==> src/hdl/hlcu_pkg.sv <==
// Package for the HSV LED color update block: field widths, the reset saturation,
// the sequencer state and multiplier operand codes, and the FSM control/status structs.
// No dependencies; compile first.
`default_nettype none

package hlcu_pkg;

	localparam int SAMPLE_W = 10;
	localparam int CHAN_W   = 8;
	localparam int SAT_W    = 8;
	localparam int MUL_A_W  = 9;
	localparam int MUL_B_W  = 8;
	localparam int MUL_P_W  = MUL_A_W + MUL_B_W;

	localparam logic [SAT_W-1:0] SAT_RESET = 8'd255;

	// Hue sectors, taken from bits [9:8] of the scaled hue
	localparam logic [1:0] SECTOR_RG = 2'd0;
	localparam logic [1:0] SECTOR_GB = 2'd1;
	localparam logic [1:0] SECTOR_BR = 2'd2;

	typedef enum logic [2:0] {
		ST_IDLE,
		ST_MUL_FS,
		ST_MUL_PB,
		ST_MUL_SB,
		ST_FINISH
	} state_t;

	typedef enum logic [1:0] {
		OP_FRAC_SAT,
		OP_PROD_BRIGHT,
		OP_INV_BRIGHT
	} mul_op_t;

	typedef struct packed {
		logic in_valid;
		logic changed;
		logic color;
		logic out_free;
	} status_t;

	typedef struct packed {
		logic    in_ready;
		logic    mul_en;
		mul_op_t op;
		logic    x_load;
		logic    out_load;
	} ctrl_t;

endpackage

`default_nettype wire

==> src/hdl/hlcu_in_if.sv <==
// Input channel: valid/ready handshake carrying one word of control samples.
// Depends on hlcu_pkg for field widths.
`default_nettype none

interface hlcu_in_if;
	import hlcu_pkg::*;

	logic                valid;
	logic                ready;
	logic                color_mode;
	logic [SAMPLE_W-1:0] brightness_sample;
	logic [SAMPLE_W-1:0] hue_sample;

	modport source (output valid, color_mode, brightness_sample, hue_sample, input ready);
	modport sink (input valid, color_mode, brightness_sample, hue_sample, output ready);
endinterface

`default_nettype wire

==> src/hdl/hlcu_out_if.sv <==
// Output channel: valid/ready handshake carrying one RGB word.
// Depends on hlcu_pkg for field widths.
`default_nettype none

interface hlcu_out_if;
	import hlcu_pkg::*;

	logic              valid;
	logic              ready;
	logic [CHAN_W-1:0] red;
	logic [CHAN_W-1:0] green;
	logic [CHAN_W-1:0] blue;

	modport source (output valid, red, green, blue, input ready);
	modport sink (input valid, red, green, blue, output ready);
endinterface

`default_nettype wire

==> src/hdl/hlcu_mul.sv <==
// Shared 9x8 unsigned multiplier with a registered product.
// Depends on hlcu_pkg for operand widths.
`default_nettype none

module hlcu_mul (
	input  wire                          clk,
	input  wire                          en,
	input  wire  [hlcu_pkg::MUL_A_W-1:0] a,
	input  wire  [hlcu_pkg::MUL_B_W-1:0] b,
	output logic [hlcu_pkg::MUL_P_W-1:0] p
);
	import hlcu_pkg::*;

	logic [MUL_P_W-1:0] p_q;

	always_ff @(posedge clk) begin
		if (en) begin
			p_q <= MUL_P_W'(a) * MUL_P_W'(b);
		end
	end

	assign p = p_q;
endmodule

`default_nettype wire

==> src/hdl/hlcu_fsm.sv <==
// Sequencer: in color mode steps the shared multiplier through the three products of the hue
// conversion, then hands the result to the output register. Depends on hlcu_pkg.
`default_nettype none

module hlcu_fsm (
	input  wire                clk,
	input  wire                arst_n,
	input  hlcu_pkg::status_t  st,
	output hlcu_pkg::ctrl_t    ctl
);
	import hlcu_pkg::*;

	state_t state_q;
	state_t state_d;

	always_ff @(posedge clk or negedge arst_n) begin
		if (!arst_n) begin
			state_q <= ST_IDLE;
		end else begin
			state_q <= state_d;
		end
	end

	always_comb begin
		state_d = state_q;
		unique case (state_q)
			ST_IDLE: begin
				if (st.in_valid && st.changed) begin
					state_d = st.color ? ST_MUL_FS : ST_FINISH;
				end
			end
			ST_MUL_FS: state_d = ST_MUL_PB;
			ST_MUL_PB: state_d = ST_MUL_SB;
			ST_MUL_SB: state_d = ST_FINISH;
			ST_FINISH: begin
				if (st.out_free) begin
					state_d = ST_IDLE;
				end
			end
			default: state_d = ST_IDLE;
		endcase
	end

	always_comb begin
		ctl          = '0;
		ctl.op       = OP_FRAC_SAT;
		unique case (state_q)
			ST_IDLE: ctl.in_ready = 1'b1;
			ST_MUL_FS: begin
				ctl.mul_en = 1'b1;
				ctl.op     = OP_FRAC_SAT;
			end
			ST_MUL_PB: begin
				ctl.mul_en = 1'b1;
				ctl.op     = OP_PROD_BRIGHT;
			end
			ST_MUL_SB: begin
				ctl.mul_en = 1'b1;
				ctl.op     = OP_INV_BRIGHT;
				ctl.x_load = 1'b1;
			end
			ST_FINISH: ctl.out_load = st.out_free;
			default: ctl = '0;
		endcase
	end
endmodule

`default_nettype wire

==> src/hdl/hsv_led_color_update_core.sv <==
// Top level of the HSV LED color update block: change detection, operand
// selection, channel assembly and the output register.
// Depends on hlcu_pkg, hlcu_in_if, hlcu_out_if, hlcu_mul and hlcu_fsm.
//
// Usage:
//   in_ch carries {color_mode, brightness_sample, hue_sample}; out_ch carries
//   {red, green, blue}. Both use valid/ready; a word moves when both are high.
//   A word is emitted only if it is the first after reset or if the mode, the
//   brightness sample or (in color mode) the hue sample changed; otherwise the
//   input word is dropped and in_ch.ready stays high.
//   Color mode: the word is accepted, the shared multiplier forms three products
//   in turn (frac*sat, that product*brightness, (256-sat)*brightness), and the
//   result is loaded into the output register once that register is free.
//   White mode: the word is accepted and the result goes straight to the output
//   register. in_ch.ready is high only while idle.
//   The output register holds a result while out_ch.ready is low; the next
//   input word is still taken and computed, and waits in its final step until
//   the output register frees.
//   cfg_we writes saturation from cfg_wdata; write only while idle.
//   Reset: saturation 255, first-word flag set, stored samples and mode zero,
//   output empty.
`default_nettype none

module hsv_led_color_update_core (
	input  wire                            clk,
	input  wire                            arst_n,
	input  wire                            cfg_we,
	input  wire  [hlcu_pkg::SAT_W-1:0]     cfg_wdata,
	hlcu_in_if.sink                        in_ch,
	hlcu_out_if.source                     out_ch
);
	import hlcu_pkg::*;

	logic [SAT_W-1:0]    sat_q;
	logic                first_q;
	logic                last_mode_q;
	logic [SAMPLE_W-1:0] last_bsamp_q;
	logic [SAMPLE_W-1:0] last_hsamp_q;
	logic [CHAN_W-1:0]   x_q;
	logic                out_valid_q;
	logic [CHAN_W-1:0]   red_q;
	logic [CHAN_W-1:0]   green_q;
	logic [CHAN_W-1:0]   blue_q;

	status_t             st;
	ctrl_t               ctl;
	logic                accept;
	logic                changed;
	logic [CHAN_W-1:0]   bright;
	logic [SAMPLE_W+1:0] hue3;
	logic [SAMPLE_W-1:0] hue;
	logic [MUL_A_W-1:0]  mul_a;
	logic [MUL_B_W-1:0]  mul_b;
	logic [MUL_P_W-1:0]  mul_p;
	logic [8:0]          s_lvl;
	logic [9:0]          xs_sum;
	logic [CHAN_W-1:0]   lvl_lo;
	logic [CHAN_W-1:0]   lvl_mid;
	logic [CHAN_W-1:0]   lvl_hi;
	logic [CHAN_W-1:0]   red_d;
	logic [CHAN_W-1:0]   green_d;
	logic [CHAN_W-1:0]   blue_d;

	assign accept  = in_ch.valid && in_ch.ready;
	assign changed = first_q
		|| (in_ch.brightness_sample != last_bsamp_q)
		|| (in_ch.color_mode != last_mode_q)
		|| (in_ch.color_mode && (in_ch.hue_sample != last_hsamp_q));

	assign st.in_valid = in_ch.valid;
	assign st.changed  = changed;
	assign st.color    = in_ch.color_mode;
	assign st.out_free = !out_valid_q || out_ch.ready;

	hlcu_fsm u_fsm (
		.clk    (clk),
		.arst_n (arst_n),
		.st     (st),
		.ctl    (ctl)
	);

	assign in_ch.ready = ctl.in_ready;

	always_ff @(posedge clk or negedge arst_n) begin
		if (!arst_n) begin
			sat_q <= SAT_RESET;
		end else if (cfg_we) begin
			sat_q <= cfg_wdata;
		end
	end

	// The stored samples double as the working operands of the current word
	always_ff @(posedge clk or negedge arst_n) begin
		if (!arst_n) begin
			first_q      <= 1'b1;
			last_mode_q  <= 1'b0;
			last_bsamp_q <= '0;
			last_hsamp_q <= '0;
		end else if (accept && changed) begin
			first_q      <= 1'b0;
			last_mode_q  <= in_ch.color_mode;
			last_bsamp_q <= in_ch.brightness_sample;
			last_hsamp_q <= in_ch.hue_sample;
		end
	end

	assign bright = last_bsamp_q[SAMPLE_W-1:2];
	// hue = sample * 3 / 4, 0..767
	assign hue3   = {1'b0, last_hsamp_q, 1'b0} + {2'b00, last_hsamp_q};
	assign hue    = hue3[SAMPLE_W+1:2];

	always_comb begin
		unique case (ctl.op)
			OP_FRAC_SAT: begin
				mul_a = {1'b0, hue[7:0]};
				mul_b = sat_q;
			end
			OP_PROD_BRIGHT: begin
				mul_a = {1'b0, mul_p[15:8]};
				mul_b = bright;
			end
			OP_INV_BRIGHT: begin
				mul_a = 9'd256 - {1'b0, sat_q};
				mul_b = bright;
			end
			default: begin
				mul_a = '0;
				mul_b = '0;
			end
		endcase
	end

	hlcu_mul u_mul (
		.clk (clk),
		.en  (ctl.mul_en),
		.a   (mul_a),
		.b   (mul_b),
		.p   (mul_p)
	);

	// x = ((frac*sat >> 8) * bright) >> 8, captured before the product is reused
	always_ff @(posedge clk) begin
		if (ctl.x_load) begin
			x_q <= mul_p[15:8];
		end
	end

	assign s_lvl   = mul_p[16:8];
	assign xs_sum  = {2'b00, x_q} + {1'b0, s_lvl};
	assign lvl_lo  = s_lvl[7:0];
	assign lvl_mid = xs_sum[7:0];
	assign lvl_hi  = bright - x_q;

	always_comb begin
		if (!last_mode_q) begin
			red_d   = bright;
			green_d = bright;
			blue_d  = bright;
		end else begin
			case (hue[9:8])
				SECTOR_RG: begin
					red_d   = lvl_hi;
					green_d = lvl_mid;
					blue_d  = lvl_lo;
				end
				SECTOR_GB: begin
					red_d   = lvl_lo;
					green_d = lvl_hi;
					blue_d  = lvl_mid;
				end
				SECTOR_BR: begin
					red_d   = lvl_mid;
					green_d = lvl_lo;
					blue_d  = lvl_hi;
				end
				default: begin
					red_d   = lvl_hi;
					green_d = lvl_mid;
					blue_d  = lvl_lo;
				end
			endcase
		end
	end

	always_ff @(posedge clk or negedge arst_n) begin
		if (!arst_n) begin
			out_valid_q <= 1'b0;
		end else if (ctl.out_load) begin
			out_valid_q <= 1'b1;
		end else if (out_ch.ready) begin
			out_valid_q <= 1'b0;
		end
	end

	always_ff @(posedge clk) begin
		if (ctl.out_load) begin
			red_q   <= red_d;
			green_q <= green_d;
			blue_q  <= blue_d;
		end
	end

	assign out_ch.valid = out_valid_q;
	assign out_ch.red   = red_q;
	assign out_ch.green = green_q;
	assign out_ch.blue  = blue_q;

	a_drop_stays_idle: assert property (@(posedge clk) disable iff (!arst_n)
		accept && !changed |=> in_ch.ready)
		else $error("unchanged word left the block busy");

	a_change_goes_busy: assert property (@(posedge clk) disable iff (!arst_n)
		accept && changed |=> !in_ch.ready)
		else $error("changed word did not start work");

	a_no_overwrite: assert property (@(posedge clk) disable iff (!arst_n)
		ctl.out_load |-> (!out_valid_q || out_ch.ready))
		else $error("output register overwritten while stalled");

	a_x_bounded: assert property (@(posedge clk) disable iff (!arst_n)
		ctl.out_load && last_mode_q |-> (x_q <= bright))
		else $error("hue offset exceeds brightness");

	a_first_cleared: assert property (@(posedge clk) disable iff (!arst_n)
		ctl.out_load |-> !first_q)
		else $error("result loaded with first-word flag still set");
endmodule

`default_nettype wire
==> src/flat_wrapper.sv <==
// flat-port wrapper written by rule: the top's interface ports become plain ports
module hsv_led_color_update_core_flat import hlcu_pkg::*;
  (clk, arst_n, cfg_we, cfg_wdata, in_ch_valid, in_ch_color_mode, in_ch_brightness_sample, in_ch_hue_sample, in_ch_ready, out_ch_valid, out_ch_red, out_ch_green, out_ch_blue, out_ch_ready);
  hlcu_in_if in_ch_i ();
  hlcu_out_if out_ch_i ();
  input  wire clk;
  input  wire arst_n;
  input  wire cfg_we;
  input  wire  [hlcu_pkg::SAT_W-1:0] cfg_wdata;
  input wire logic [$bits(in_ch_i.valid)-1:0] in_ch_valid;
  input wire logic [$bits(in_ch_i.color_mode)-1:0] in_ch_color_mode;
  input wire logic [$bits(in_ch_i.brightness_sample)-1:0] in_ch_brightness_sample;
  input wire logic [$bits(in_ch_i.hue_sample)-1:0] in_ch_hue_sample;
  output wire logic [$bits(in_ch_i.ready)-1:0] in_ch_ready;
  output wire logic [$bits(out_ch_i.valid)-1:0] out_ch_valid;
  output wire logic [$bits(out_ch_i.red)-1:0] out_ch_red;
  output wire logic [$bits(out_ch_i.green)-1:0] out_ch_green;
  output wire logic [$bits(out_ch_i.blue)-1:0] out_ch_blue;
  input wire logic [$bits(out_ch_i.ready)-1:0] out_ch_ready;
  assign in_ch_i.valid = in_ch_valid;
  assign in_ch_i.color_mode = in_ch_color_mode;
  assign in_ch_i.brightness_sample = in_ch_brightness_sample;
  assign in_ch_i.hue_sample = in_ch_hue_sample;
  assign in_ch_ready = in_ch_i.ready;
  assign out_ch_valid = out_ch_i.valid;
  assign out_ch_red = out_ch_i.red;
  assign out_ch_green = out_ch_i.green;
  assign out_ch_blue = out_ch_i.blue;
  assign out_ch_i.ready = out_ch_ready;
  hsv_led_color_update_core u_core (.clk(clk), .arst_n(arst_n), .cfg_we(cfg_we), .cfg_wdata(cfg_wdata), .in_ch(in_ch_i), .out_ch(out_ch_i));
endmodule
==> config.mk <==
export PLATFORM = sky130hd
export DESIGN_NAME = hsv_led_color_update_core_flat
export DESIGN_NICKNAME = d
export VERILOG_FILES = /design/src/hdl/hlcu_pkg.sv /design/src/hdl/hlcu_in_if.sv /design/src/hdl/hlcu_out_if.sv /design/src/hdl/hlcu_mul.sv /design/src/hdl/hlcu_fsm.sv /design/src/hdl/hsv_led_color_update_core.sv /design/src/flat_wrapper.sv
export SDC_FILE = /design/constraint.sdc
export NUM_CORES = 1
export LEC_CHECK = 0
export BUFFER_PORTS_ARGS = -buffer_cell sky130_fd_sc_hd__buf_4
export CELL_PAD_IN_SITES_DETAIL_PLACEMENT = 1
export CELL_PAD_IN_SITES_GLOBAL_PLACEMENT = 2
export CORE_AREA = 2 2 144 146
export CTS_CLUSTER_DIAMETER = 30
export DETAILED_ROUTE_END_ITERATION = 10
export DIE_AREA = 0 0 146 148
export MAX_ROUTING_LAYER = met4
export PLACE_DENSITY_LB_ADDON = 0.1
export SYNTH_ARGS = -nofsm -noshare
export SYNTH_HDL_FRONTEND = slang
export SYNTH_SLANG_ARGS = --single-unit
==> constraint.sdc <==
create_clock -name clk -period 6.47 [get_ports clk]
set_clock_uncertainty 0.2 [all_clocks]
set_input_delay 0.3235 -clock clk [delete_from_list [all_inputs] [get_ports clk]]
set_output_delay 0.3235 -clock clk [all_outputs]
set_load 0.1 [all_outputs]
==> results.py <==
metrics = {
    "job": {
        "cap_violations": 0,
    },
    "logic_synthesis": {
        "synth_seq_cells": 74,
        "ys_seq_area_share_pct": 29.80,
        "ys_types": 64,
        "synth_edf_count": 40,
        "yosys.area_share.simple_pct": 13.46,
        "yosys_warnings": 0,
        "syn_nets": 856,
        "synth_ff_type": "edfxtp_1",
        "synth_mux_area_share_pct": 4.680,
        "synth_top_family_by_area": "adder cells",
        "synthAdderAreaFrac_pct": 23.64,
        "synthArstFlopShare_pct": 45.95,
        "synth_compound_area_share_pct": 15.25,
        "syn-cell-area_um2": 6924,
        "synth_xor_area_share_pct": 7.083,
        "syn-instance-count": 717,
        "avgSynthCellArea_um2": 9.657,
    },
    "die": {
        "die_x_um": 146,
        "initial_core_util_pct": 34.55,
        "die_height_um": 148,
        "core_um2": 20040,
        "pin_count": 60,
        "die-area_um2": 21610,
        "row_count": 52,
    },
    "timing": {
        "setup_ws_ps": 327.9,
        "min_period_ps": 6142,
        "drv_slew": 0,
        "whs_ps": 13.42,
        "tightest_slew_ps": 1077,
        "fin_crit_sh_pct": 94.93,
        "relSlewSlack_pct": 28.22,
        "hold_viol_final": 0,
        "setup_viol": 0,
        "max_clock_freq_mhz": 162.8,
    },
    "grt": {
        "grt_max_degree": 35,
        "busiest_layer": "met2",
        "grtUsageMet1_pct": 23.83,
        "grt_overflow": 0,
        "use_met2_pct": 35.57,
        "antenna_found_initial": 0,
        "grt_pass1_vias": 6035,
        "grt_pass1_wl_mm": 32.94,
        "globalRouteTotalUtil_pct": 20.16,
        "met3_usage_pct": 2.932,
    },
    "placement": {
        "port_buffers": 59,
        "gp_congestion": 0.8735,
        "dpl.hpwl_mm": 16.24,
        "dpl_cell_area_um2": 7811,
        "detailedPlace.worstSlack_ps": 38.50,
    },
    "cells_and_area": {
        "regArea_um2": 2063,
        "final_common_cell": "buf_4",
        "area_delta_synth_final_pct": 19.99,
        "mostFrequentLayoutCells": "102 x buf_4, 75 x inv_1, 75 x nor2_1, 61 x ha_1, 42 x fa_1",
        "fillCellCount": 2323,
        "final_layout_size_suffix_gt1_share_pct": 23.39,
        "post-route-util_pct": 41.46,
        "design_area_um2": 8308,
        "antennaDiodeCount": 0,
        "multi_input_area_um2": 4496,
        "finalNetCount": 942,
    },
    "clocking": {
        "cts_root_buf": "clkbuf_16",
        "cts_sinks": 74,
        "clockBufferDepth": 2,
        "cts.clk_slew.worst_paths_ps": 70,
        "cts_buffers": 9,
        "htree_levels": 3,
        "cts_tree": "built",
        "clk_latency_ps": 350,
    },
    "worst_setup_path": {
        "critPathKind": "reg -> reg",
        "cp-end-kind": "register",
        "cp-start-kind": "register",
        "critPathRequiredTime_ps": 6360,
        "cp_max_fo": 4,
        "cp_data_arrival_time_ps": 6030,
    },
    "status": {
        "status": "finished, final reports clean",
    },
    "drt": {
        "wl_per_cell_um": 18.84,
        "routed_wl_mm": 20.31,
        "firstDrtPassIters": 4,
        "ant_nets": 0,
        "drt_iter0_markers": 265,
        "via_count": 5592,
        "drcViolationCount": 0,
        "via_per_inst": 5.187,
    },
    "min_path": {
        "hold_path.class": "in -> reg",
    },
}
[flip-flops by register name, summed over array words and instances, names as in the netlist]
register,flops
u_core.out_ch.red,8
u_core.first_q,1
u_core.last_bsamp_q,10
u_core.out_ch.green,8
u_core.last_hsamp_q,10
u_core.sat_q,8
u_core.u_mul.p,8
u_core.out_ch.blue,8
u_core.u_fsm.state_q,3
u_core.out_ch.valid,1
u_core.last_mode_q,1
u_core.x_q,8
[area by class of cell]
class                   instances  area share, %
multi-input cells             535          54.11
flip-flops and latches         74          24.83
repair buffers                107          9.819
well taps                     270          4.066
inverters                      76          3.434
clock buffers                  10          2.877
clock inverters                 6         0.8584
[kinds of logic (layout without fill, tap and decap cells)]
family	after synthesis	in the layout
adders and majority gates	105	105
muxes	29	29
DFF	74	74
and+or+nand+nor	194	194
xor gates and xnor gates	56	56
AOI/OAI and AO/OA	151	151
buffers and inverters	108	199
[synthesized netlist by cell type (all sizes together) (7+ instances only)]
master / instances / area share (%)
a22oi: 16 / 1.7
a21o: 20 / 2.2
xnor2: 30 / 3.8
dfrtp: 25 / 9.0
fa: 43 / 12
ha: 62 / 11
o21ai: 25 / 1.9
a221oi: 13 / 1.6
clkbuf: 26 / 1.4
inv: 76 / 4.1
mux2: 27 / 4.4
or2: 18 / 1.6
nand2b: 11 / 0.99
o31ai: 7 / 0.83
xor2: 26 / 3.3
a21oi: 28 / 2.1
dfstp: 9 / 3.4
nor2b: 10 / 0.90
edfxtp: 40 / 17
nand2: 39 / 2.1
nor2: 76 / 4.1
[critical path, stage by stage (launching register included)]
cell and delay (ps):
dfrtp_1 400, inv_1 90, fa_2 410, nor2b_1 170
o21ai_2 90, a21boi_2 180, nor2_1 80, a222oi_1 350
nor2_1 120, fa_1 550, inv_1 50, fa_1 480
inv_1 50, fa_1 490, fa_1 500, ha_1 330
nand4_1 150, a2111oi_4 310, a41oi_2 200, buf_4 190
nor2b_1 110, nor2_1 80, o211ai_1 210, xor2_1 80
[metal layers]
metal,up-vias,routed length (µm)
li1,2653,-
met1,2845,8731
met2,72,10610
met3,22,531
met4,0,440
met5,-,0
[metrics by stage]
stage	setup TNS (ps)	std cells
2_1_floorplan	0	717
3_3_place_gp	0	1046
3_5_place_dp	0	1046
4_1_cts	0	1069
5_1_grt	-27.53	1078
6_report	0	1078
[worst paths after layout]
kind	from	endpoint	slack, ps	cells after the start
hold reg to reg	u_core.first_q	u_core.first_q	290	1
setup reg to reg	u_core.last_hsamp_q[1]	u_core.u_mul.p[12]	330	23
max in group asynchronous	arst_n	u_core.first_q	5450	2
min in group asynchronous	arst_n	u_core.last_hsamp_q[0]	260	2
hold / removal	cfg_wdata[4]	u_core.sat_q[4]	10	2
setup / recovery	u_core.last_hsamp_q[1]	u_core.u_mul.p[12]	330	23
[repair_timing]
action / 4_1_cts / 5_1_grt
endpoints found under the setup margin: 1 / 8
gates resized for setup: 0 / 13
hold endpoints to repair: 29 / 0
buffers inserted: 2 / 9
hold buffers: 5 / 0
pin swaps: 1 / 5
Power is not shown: default switching activity piles up to over one toggle a cycle in this logic, so the estimate is an artifact.
